===== config.mk =====
export PLATFORM = sky130hd
export DESIGN_NAME = c_keyword_counter
export DESIGN_NICKNAME = d
export VERILOG_FILES = /design/src/rtl/ckc_pkg.sv /design/src/rtl/c_keyword_counter.sv
export SDC_FILE = /design/constraint.sdc
export NUM_CORES = 2
export LEC_CHECK = 0
export BUFFER_PORTS_ARGS = -buffer_cell sky130_fd_sc_hd__buf_2
export CAP_MARGIN = 5
export CORE_MARGIN = 2
export CORE_UTILIZATION = 50
export CTS_CLUSTER_SIZE = 12
export DETAILED_ROUTE_END_ITERATION = 10
export PLACE_DENSITY = 0.74
export SETUP_SLACK_MARGIN = 0.3
export SLEW_MARGIN = 40
export SYNTH_ARGS = -nofsm -noshare
export SYNTH_HDL_FRONTEND = slang
export SYNTH_SLANG_ARGS = --single-unit

===== constraint.sdc =====
create_clock -name clk -period 8.7 [get_ports clk]
set_input_delay 1.305 -clock clk [delete_from_list [all_inputs] [get_ports clk]]
set_output_delay 1.305 -clock clk [all_outputs]
set_load 0.05 [all_outputs]

===== src/rtl/ckc_pkg.sv =====
// Package for the C keyword counter: payload types, lexer modes, keyword table, char classes.
package ckc_pkg;

  localparam int MAX_WORD_DEF   = 100;
  localparam int COUNT_BITS_DEF = 32;
  localparam int KEYWORDS       = 31;
  localparam int KW_IDX_W       = $clog2(KEYWORDS);
  localparam int WORD_BYTES     = 8;
  localparam int WORD_W         = 8 * WORD_BYTES;
  localparam int HIT_W          = 32;

  localparam logic [7:0] CH_UNDERSCORE = 8'h5F;
  localparam logic [7:0] CH_HASH       = 8'h23;
  localparam logic [7:0] CH_SLASH      = 8'h2F;
  localparam logic [7:0] CH_STAR       = 8'h2A;
  localparam logic [7:0] CH_NEWLINE    = 8'h0A;
  localparam logic [7:0] CH_BACKSLASH  = 8'h5C;
  localparam logic [7:0] CH_DQUOTE     = 8'h22;
  localparam logic [7:0] CH_SQUOTE     = 8'h27;
  localparam logic [7:0] CH_SPACE      = 8'h20;
  localparam logic [7:0] CH_TAB        = 8'h09;
  localparam logic [7:0] CH_CR         = 8'h0D;

  typedef enum logic {
    KIND_CHAR = 1'b0,
    KIND_EOF  = 1'b1
  } word_kind_t;

  typedef struct packed {
    logic       kind;
    logic [7:0] char_code;
  } ckc_in_t;

  typedef struct packed {
    logic [KW_IDX_W-1:0] keyword_index;
    logic [HIT_W-1:0]    hit_count;
    logic                any_found;
    logic                last;
  } ckc_out_t;

  typedef enum logic [2:0] {
    LX_START = 3'd0,
    LX_WORD  = 3'd1,
    LX_SLASH = 3'd2,
    LX_QUOTE = 3'd3,
    LX_QESC  = 3'd4,
    LX_LINE  = 3'd5,
    LX_BLOCK = 3'd6,
    LX_BSTAR = 3'd7
  } lexer_mode_t;

  typedef enum logic {
    ST_RUN    = 1'b0,
    ST_REPORT = 1'b1
  } ctl_state_t;

  // Keywords packed with the first character in the most significant used byte.
  localparam logic [WORD_W-1:0] KW_TEXT [KEYWORDS] = '{
    64'("auto"),     64'("break"),    64'("case"),     64'("char"),
    64'("continue"), 64'("default"),  64'("do"),       64'("double"),
    64'("else"),     64'("enum"),     64'("extern"),   64'("float"),
    64'("for"),      64'("goto"),     64'("if"),       64'("int"),
    64'("long"),     64'("register"), 64'("return"),   64'("short"),
    64'("signed"),   64'("sizeof"),   64'("static"),   64'("struct"),
    64'("switch"),   64'("typedef"),  64'("union"),    64'("unsigned"),
    64'("void"),     64'("volatile"), 64'("while")
  };

  function automatic logic is_letter(input logic [7:0] c);
    return (c >= 8'h61 && c <= 8'h7A) || (c >= 8'h41 && c <= 8'h5A);
  endfunction

  function automatic logic is_wordch(input logic [7:0] c);
    return is_letter(c) || (c >= 8'h30 && c <= 8'h39) || (c == CH_UNDERSCORE);
  endfunction

  function automatic logic is_space(input logic [7:0] c);
    return (c == CH_SPACE) || (c >= CH_TAB && c <= CH_CR);
  endfunction

endpackage


===== src/rtl/c_keyword_counter.sv =====
// C keyword counter: lexer step per accepted character, parallel keyword match, saturating counters.
// Flow: a character word updates lexer and counters at its accept edge; an end-of-input
//   word starts a report whose results are registered, one per cycle unless the output stalls.
// Throughput: one character word per cycle while not reporting; in_ready is low during a report,
//   which sends one result per nonzero counter (one empty result if none) and waits out stalls.
// Reset: rst clears lexer state, all counters and the output valid flag.
module c_keyword_counter #(
  parameter int MAX_WORD   = ckc_pkg::MAX_WORD_DEF,
  parameter int COUNT_BITS = ckc_pkg::COUNT_BITS_DEF
) (
  input  logic             clk,
  input  logic             rst,
  input  logic             in_valid,
  output logic             in_ready,
  input  ckc_pkg::ckc_in_t  in_data,
  output logic             out_valid,
  input  logic             out_ready,
  output ckc_pkg::ckc_out_t out_data
);
  import ckc_pkg::*;

  localparam int LEN_W = $clog2(MAX_WORD);

  ctl_state_t  state, state_next;
  lexer_mode_t mode, mode_next;
  logic        quote_dbl, quote_dbl_next;
  logic [WORD_W-1:0] word, word_next;
  logic [LEN_W-1:0]  len, len_next;
  logic        starts_letter, starts_letter_next;
  logic        close_hit;

  logic [COUNT_BITS-1:0] counts [KEYWORDS];
  logic [KEYWORDS-1:0]   kw_match, nz, inc, clr;
  logic                  count_en;
  logic [KW_IDX_W-1:0]   sel_idx;
  logic [COUNT_BITS-1:0] sel_cnt;
  logic [HIT_W-1:0]      sel_hit;
  logic                  last_one, emit, acc;

  lexer_mode_t st_mode;
  logic        st_qd, st_begin;
  logic [7:0]  c;

  assign acc      = in_valid && in_ready;
  assign in_ready = (state == ST_RUN);
  assign c        = in_data.char_code;

  always_comb begin
    st_mode  = LX_START;
    st_qd    = quote_dbl;
    st_begin = 1'b0;
    if (is_space(c)) begin
      st_mode = LX_START;
    end else if (is_letter(c) || c == CH_UNDERSCORE || c == CH_HASH) begin
      st_mode  = LX_WORD;
      st_begin = 1'b1;
    end else if (c == CH_SQUOTE || c == CH_DQUOTE) begin
      st_mode = LX_QUOTE;
      st_qd   = (c == CH_DQUOTE);
    end else if (c == CH_SLASH) begin
      st_mode = LX_SLASH;
    end
  end

  always_comb begin
    mode_next          = mode;
    quote_dbl_next     = quote_dbl;
    word_next          = word;
    len_next           = len;
    starts_letter_next = starts_letter;
    close_hit          = 1'b0;
    if (in_data.kind == KIND_EOF) begin
      close_hit          = (mode == LX_WORD);
      mode_next          = LX_START;
      quote_dbl_next     = 1'b0;
      word_next          = '0;
      len_next           = '0;
      starts_letter_next = 1'b0;
    end else begin
      case (mode)
        LX_WORD: begin
          if (is_wordch(c)) begin
            if (len == LEN_W'(MAX_WORD - 1)) begin
              mode_next          = LX_START;
              word_next          = '0;
              len_next           = '0;
              starts_letter_next = 1'b0;
            end else begin
              len_next = len + 1'b1;
              if (len < LEN_W'(WORD_BYTES)) begin
                word_next = {word[WORD_W-9:0], c};
              end
            end
          end else begin
            close_hit          = 1'b1;
            mode_next          = st_mode;
            quote_dbl_next     = st_qd;
            word_next          = st_begin ? {{(WORD_W-8){1'b0}}, c} : '0;
            len_next           = st_begin ? LEN_W'(1) : '0;
            starts_letter_next = st_begin && is_letter(c);
          end
        end
        LX_START, LX_SLASH: begin
          if (mode == LX_SLASH && c == CH_SLASH) begin
            mode_next = LX_LINE;
          end else if (mode == LX_SLASH && c == CH_STAR) begin
            mode_next = LX_BLOCK;
          end else begin
            mode_next      = st_mode;
            quote_dbl_next = st_qd;
            if (st_begin) begin
              word_next          = {{(WORD_W-8){1'b0}}, c};
              len_next           = LEN_W'(1);
              starts_letter_next = is_letter(c);
            end
          end
        end
        LX_QUOTE: begin
          if (c == CH_BACKSLASH) begin
            mode_next = LX_QESC;
          end else if (c == (quote_dbl ? CH_DQUOTE : CH_SQUOTE)) begin
            mode_next = LX_START;
          end
        end
        LX_QESC: begin
          mode_next = LX_QUOTE;
        end
        LX_LINE: begin
          if (c == CH_NEWLINE) begin
            mode_next = LX_START;
          end
        end
        LX_BLOCK: begin
          if (c == CH_STAR) begin
            mode_next = LX_BSTAR;
          end
        end
        LX_BSTAR: begin
          if (c == CH_SLASH) begin
            mode_next = LX_START;
          end else if (c != CH_STAR) begin
            mode_next = LX_BLOCK;
          end
        end
        default: begin
          mode_next = LX_START;
        end
      endcase
    end
  end

  always_ff @(posedge clk) begin
    if (rst) begin
      mode          <= LX_START;
      quote_dbl     <= 1'b0;
      word          <= '0;
      len           <= '0;
      starts_letter <= 1'b0;
    end else if (acc) begin
      mode          <= mode_next;
      quote_dbl     <= quote_dbl_next;
      word          <= word_next;
      len           <= len_next;
      starts_letter <= starts_letter_next;
    end
  end

  assign count_en = acc && close_hit && starts_letter && (len <= LEN_W'(WORD_BYTES));

  always_comb begin
    for (int k = 0; k < KEYWORDS; k++) begin
      kw_match[k] = (word == KW_TEXT[k]);
      nz[k]       = (counts[k] != '0);
    end
  end

  assign inc = kw_match & {KEYWORDS{count_en}};

  always_comb begin
    sel_idx = '0;
    for (int k = KEYWORDS - 1; k >= 0; k--) begin
      if (nz[k]) begin
        sel_idx = KW_IDX_W'(k);
      end
    end
  end

  assign sel_cnt  = counts[sel_idx];
  assign last_one = ((nz & (nz - 1'b1)) == '0);
  assign emit     = (state == ST_REPORT) && (!out_valid || out_ready);

  generate
    if (COUNT_BITS > HIT_W) begin : g_sat
      assign sel_hit = (|sel_cnt[COUNT_BITS-1:HIT_W]) ? '1 : sel_cnt[HIT_W-1:0];
    end else begin : g_ext
      assign sel_hit = HIT_W'(sel_cnt);
    end
  endgenerate

  always_comb begin
    for (int k = 0; k < KEYWORDS; k++) begin
      clr[k] = emit && nz[k] && (sel_idx == KW_IDX_W'(k));
    end
  end

  always_ff @(posedge clk) begin
    if (rst) begin
      for (int k = 0; k < KEYWORDS; k++) begin
        counts[k] <= '0;
      end
    end else begin
      for (int k = 0; k < KEYWORDS; k++) begin
        if (clr[k]) begin
          counts[k] <= '0;
        end else if (inc[k] && !(&counts[k])) begin
          counts[k] <= counts[k] + 1'b1;
        end
      end
    end
  end

  always_comb begin
    state_next = state;
    case (state)
      ST_RUN: begin
        if (acc && in_data.kind == KIND_EOF) begin
          state_next = ST_REPORT;
        end
      end
      ST_REPORT: begin
        if (emit && last_one) begin
          state_next = ST_RUN;
        end
      end
      default: begin
        state_next = ST_RUN;
      end
    endcase
  end

  always_ff @(posedge clk) begin
    if (rst) begin
      state     <= ST_RUN;
      out_valid <= 1'b0;
    end else begin
      state <= state_next;
      if (emit) begin
        out_valid <= 1'b1;
      end else if (out_ready) begin
        out_valid <= 1'b0;
      end
    end
  end

  always_ff @(posedge clk) begin
    if (emit) begin
      out_data.keyword_index <= (nz == '0) ? '0 : sel_idx;
      out_data.hit_count     <= (nz == '0) ? '0 : sel_hit;
      out_data.any_found     <= (nz != '0);
      out_data.last          <= last_one;
    end
  end

  a_empty_report: assert property (@(posedge clk) disable iff (rst)
    out_valid && !out_data.any_found |->
      out_data.last && out_data.hit_count == '0 && out_data.keyword_index == '0)
    else $error("empty report result malformed");

  a_eof_report: assert property (@(posedge clk) disable iff (rst)
    acc && in_data.kind == KIND_EOF |=> state == ST_REPORT && mode == LX_START)
    else $error("end of input did not start a report");

  a_counts_clear: assert property (@(posedge clk) disable iff (rst)
    $past(state) == ST_REPORT && state == ST_RUN |-> nz == '0)
    else $error("counters not cleared after report");

  a_word_idle: assert property (@(posedge clk) disable iff (rst)
    mode != LX_WORD |-> len == '0 && word == '0 && !starts_letter)
    else $error("word state left over outside a word");

endmodule


Word-level counts from Yosys, hierarchy flattened. Memory sizes are Yosys's and may differ from the RTL's. A register that Yosys moved wholly into a read port is not among the register bits. Cells that the tools add are included.

Register bits: 85. Bits in latches: 0. Memory bits (writable): 992. ROM bits: 0. Output and inout port bits: 41. Word-level logic and storage cells: 802. Memories kept: 1.

Memory list: counts (words 31, width 32, read ports 32, clocked after Yosys merged registers in 1, wr ports 31, RTL line c_keyword_counter.sv:32) `logic [COUNT_BITS-1:0] counts [KEYWORDS];`.

Add/sub/neg operators: 33. Multiply operators: 0. Divide/modulo/power cells: 0. $lt $le $gt $ge: 10. Equal/unequal tests: 90. Shift-type cells: 0. Muxes and demuxes: 371. Bitwise logic cells: 65. Reduce and logical (&&, ||, !) cells: 222.

Operator list (count): $mux 32 (62); $add 32x1->32 const B (31); $reduce_and 32->1 (31); $reduce_bool 32->1 (31); $eq 64x31->1 const B (8); $eq 64x47->1 const B (8); $mux 64 (7); $eq 64x39->1 const B (5); $eq 64x63->1 const B (4); $mux 1 (242); $mux 5 (31); $eq 64x15->1 const B (2); $eq 64x23->1 const B (2); $eq 64x55->1 const B (2); $pmux 64 s2 (1); $logic_and 1x1->1 (107); $eq 5x5->1 const B (15); $and 31x31->31 (2); $logic_not 31->1 (2); $or 1x1->1 (62); $eq 8x6->1 const B (6); $mux 7 (6); $eq 5x4->1 const B (8); $mux 3 (13); other kinds (41) (103).

Depth between registers and ports, before layout. An unclocked memory read counts as a cell.

Depth after elaboration: 40. Mapped depth: 19.

Worst setup path after synthesis. Ideal clock, no wire load.

Kind: flip-flop to flip-flop. From: memory counts[27][0] in the netlist's numbering. To: memory counts[5][0] in the netlist's numbering (enable). Data arrival time: 6.673 ns. Required time: 8.167 ns. Setup slack: 1.493 ns. Cell stages (with the launch flop): 13. Clock period less this slack: 7.207 ns. Cell sequence: edfxtp_1 inv_1 ha_1 nor4b_1 nand4_1 nor4_4 a21boi_1 o41ai_1 a2111o_1 a21oi_2 buf_2 nand2_1 o311ai_0.

RTL lines (RTL line): from (decl) (c_keyword_counter.sv:32).

==> summary.md <==
| Metric | Value |
|---|---|
| Die H | `~380 um` |
| Max-Cap Viols | `0` |
| Clk_lat worst skew | `0.82 ns` |
| Comb power frac | `5.9%` |
| Post-route design area | `between 70000 and 80000 um2` |
| Nets | `approximately 7400` |
| Net Sw Frac | `26.67%` |
| Total CTS buffers | `130` |
| Area Growth Syn to Fin | `9.753%` |
| First-pass GRT wire length | `399600 um` |
| Max Freq | `roughly 150 MHz` |
| Setup TNS | `0 ns` |
| Design Power | `0.01281 W` |
| Die width | `375.1 um` |
| # rows | `136` |
| Syn. warnings | `0` |
| Vias in the first global route | `around 56000` |
| CTS Root Cell | `clkbuf_16` |
| Crit path DAT | `7.14 ns` |
| Wl on met1 | `101500 um` |
| Synth async-reset ratio | `0%` |
| Least-Margin Pin Slew | `0.9732 ns` |
| Sw Pwr | `0.003416 W` |
| Resized Gates After CTS | `0` |
| Setup Viol. Count Final | `0` |
| Sequential Power Share | `51.6%` |
| Required @ worst endpoint | `9.22 ns` |
| Synth Flop Type | `edfxtp_1` |
| H-Tree Depth | `4` |
| Startpoint types | `register` |
| Status | `finished, violations left` |
| Crit path kind | `register to register` |
| Clock Path Buffers | `3` |
| Mapped Nets | `between 7000 and 8000` |
| P_int | `about 0.0094 W` |
| DR vias/cell | `6.745` |
| Largest net degree at the start of global routing | `84` |
| Count of pins over their slew limit | `0` |
| Post-CTS setup repair buffer count | `0` |
| Peak supply drop | `0.0001356 V` |
| Relative slew slack | `33.27%` |
| Netlist cell types | `110` |
| Post-placement cell area | `71270 um2` |
| Commonest non-fill, non-tap cells in the layout | `1350 x nor2_1, 1031 x edfxtp_1, 765 x nand2_1, 584 x xor2_1, 509 x nand3_1` |
| # IOs | `between 50 and 60` |
| Routed WL | `281300 um` |
| Seq/Total Area, Yosys | `47.24%` |
| Initial DRC count | `10000` |
| Commonest non-fill, non-tap cell in the layout | `nor2_1` |
| Routed via count | `62120` |
| Min Tclk post-route | `roughly 6.6 ns` |
| Clock Power Share | `42.5%` |
| Placed Instances | `8963` |
| Routability cong. | `1.197` |
| Synthesized area | `68840 um2` |
| GRT Util Overall | `39.09%` |
| Die ar. | `between 100000 and 150000 um2` |
| Port bufs | `53` |
| Register bit total from synthesis | `1109` |
| Tcrit/Tclk final | `76.15%` |
| Initial antenna violation count | `33` |
| CTS tree | `done` |
| Clock Skew | `0.04112 ns` |
| CP max FO | `56` |
| RSZ-0062 raised after global routing | `false` |
| Crit end category | `register` |
| Post-DP HPWL | `214100 um` |
| Finished Core Util | `55.16%` |
| Syn Inst Count | `about 7300` |
| Post-DR wirelength/cell | `30.54 um` |
| Clock transition at the registers of the reported paths | `0.06 ns` |
| Lkg Pwr | `24.46 nW` |
| Uppermost routed layer | `met5` |
| Drt pass-1 iters | `11` |
| Share of cells above drive strength 1 | `7.525%` |
| Total gr overflow | `0` |
| WL met2 | `roughly 110000 um` |
| Clock Sinks | `1109` |
| Final count of hold timing violations | `0` |
| Worst hold path class | `register to register` |
| DRT antenna net count | `0` |
| Finished Layout Cells | `9209` |
| PwrDens | `169.5 nW/um2` |
| EDFF count, synth | `1031` |
| Number of remaining DRC errors | `1` |
| Initial Util | `50.25%` |
| Syn_area_per_cell | `around 9.4 um2` |
| Failing checks | `design-rule violations` |
| Routed length on met3 | `39760 um` |
| CTS hold repair buffers | `0` |
| Core area | `137000 um2` |
[cells in the mapped netlist, types with 64 or more instances]
cell type / number / area, um2
a21oi_1: 229 / 1146
and3_1: 265 / 1658
and4_1: 72 / 630.6
buf_2: 131 / 655.6
clkbuf_1: 155 / 581.8
dfxtp_1: 78 / 1562
edfxtp_1: 1031 / 30960
ha_1: 64 / 800.8
inv_1: 136 / 510.5
mux2i_1: 127 / 1271
nand2_1: 777 / 2917
nand3_1: 509 / 2547
nand4_1: 216 / 1351
nor2_1: 1357 / 5094
nor3_1: 134 / 670.6
nor4_1: 224 / 1401
xnor2_1: 347 / 3039
xor2_1: 584 / 5115
[metrics by stage]
stage | setup WS [ns] | hold slack (ns)
floorplan | 1.493 | 0.4446
global placement | 2.427 | 0.4580
detailed placement | 2.396 | 0.4629
CTS | 2.596 | 0.4688
global route | 2.127 | 0.4924
finish | 2.075 | 0.4718
[worst paths after layout]
check	from	to	slack, ns	depth (start not counted)
min	word[60]	word[60]	0.47	2
min reg2reg	word[60]	word[60]	0.47	2
max	counts[4][1]	out_data[18]	2.07	14
max reg2reg	counts[4][1]	out_data[18]	2.07	14
[routing by layer]
layer  GRT usage (%)  vias to the layer above
met5               0                        -
met4           28.47                       36
met3           15.07                     1101
met2           54.82                     4563
met1           48.91                    29860
li1                -                    26560
[layout make-up]
class / instances / area (um2)
Fill cell: 12010 / 61430
Inverter: 140 / 525.5
Tap cell: 1794 / 2245
Clock inverter: 67 / 654.4
Sequential cell: 1109 / 32520
Timing Repair Buffer: 192 / 1328
Multi-Input combinational cell: 5729 / 34770
Clock buffer: 165 / 3480
Antenna cell: 13 / 32.53
[flip-flops by register name (all words and copies together) (netlist names)]
name and cells:
out_data 39, counts 992, len 7, word 64, out_valid 1, mode 3, quote_dbl 1, starts_letter 1
state 1
[cell families after synthesis]
logic type      count (synthesis)  share of synthesized area (%)
fa+ha+maj                      66                          1.192
simple gates                 3840                          26.95
flops                        1109                          47.24
compound gates                747                          7.737
xor+xnor                      931                          11.84
buf+inv                       452                          2.888
mux                           145                          2.141
[power groups by stage]
stage	Combinational, W	Sequential (W)	Clock (W)
finish	0.000751	0.00661	0.00545
global route	0.000790	0.00662	0.00566
CTS	0.000719	0.00657	0.00547
detailed placement	0.000712	0.00668	0
global placement	0.000705	0.00667	0
floorplan	0.000479	0.00647	0
[worst max-delay path: stages, from the launching register on]
cell and delay [ns]:
edfxtp_1 0.54, inv_1 0.11, ha_1 0.13, nor4b_1 0.25, nand4_1 0.54, nor4_2 0.81
a221oi_4 0.25, o22a_1 0.39, a21oi_4 0.24, buf_4 0.61, mux2i_1 0.83, o2bb2ai_1 0.10
a2111oi_0 0.80, nand2_1 0.40, o21a_1 0.28
No activity file was read; power rests on OpenSTA's default activity.
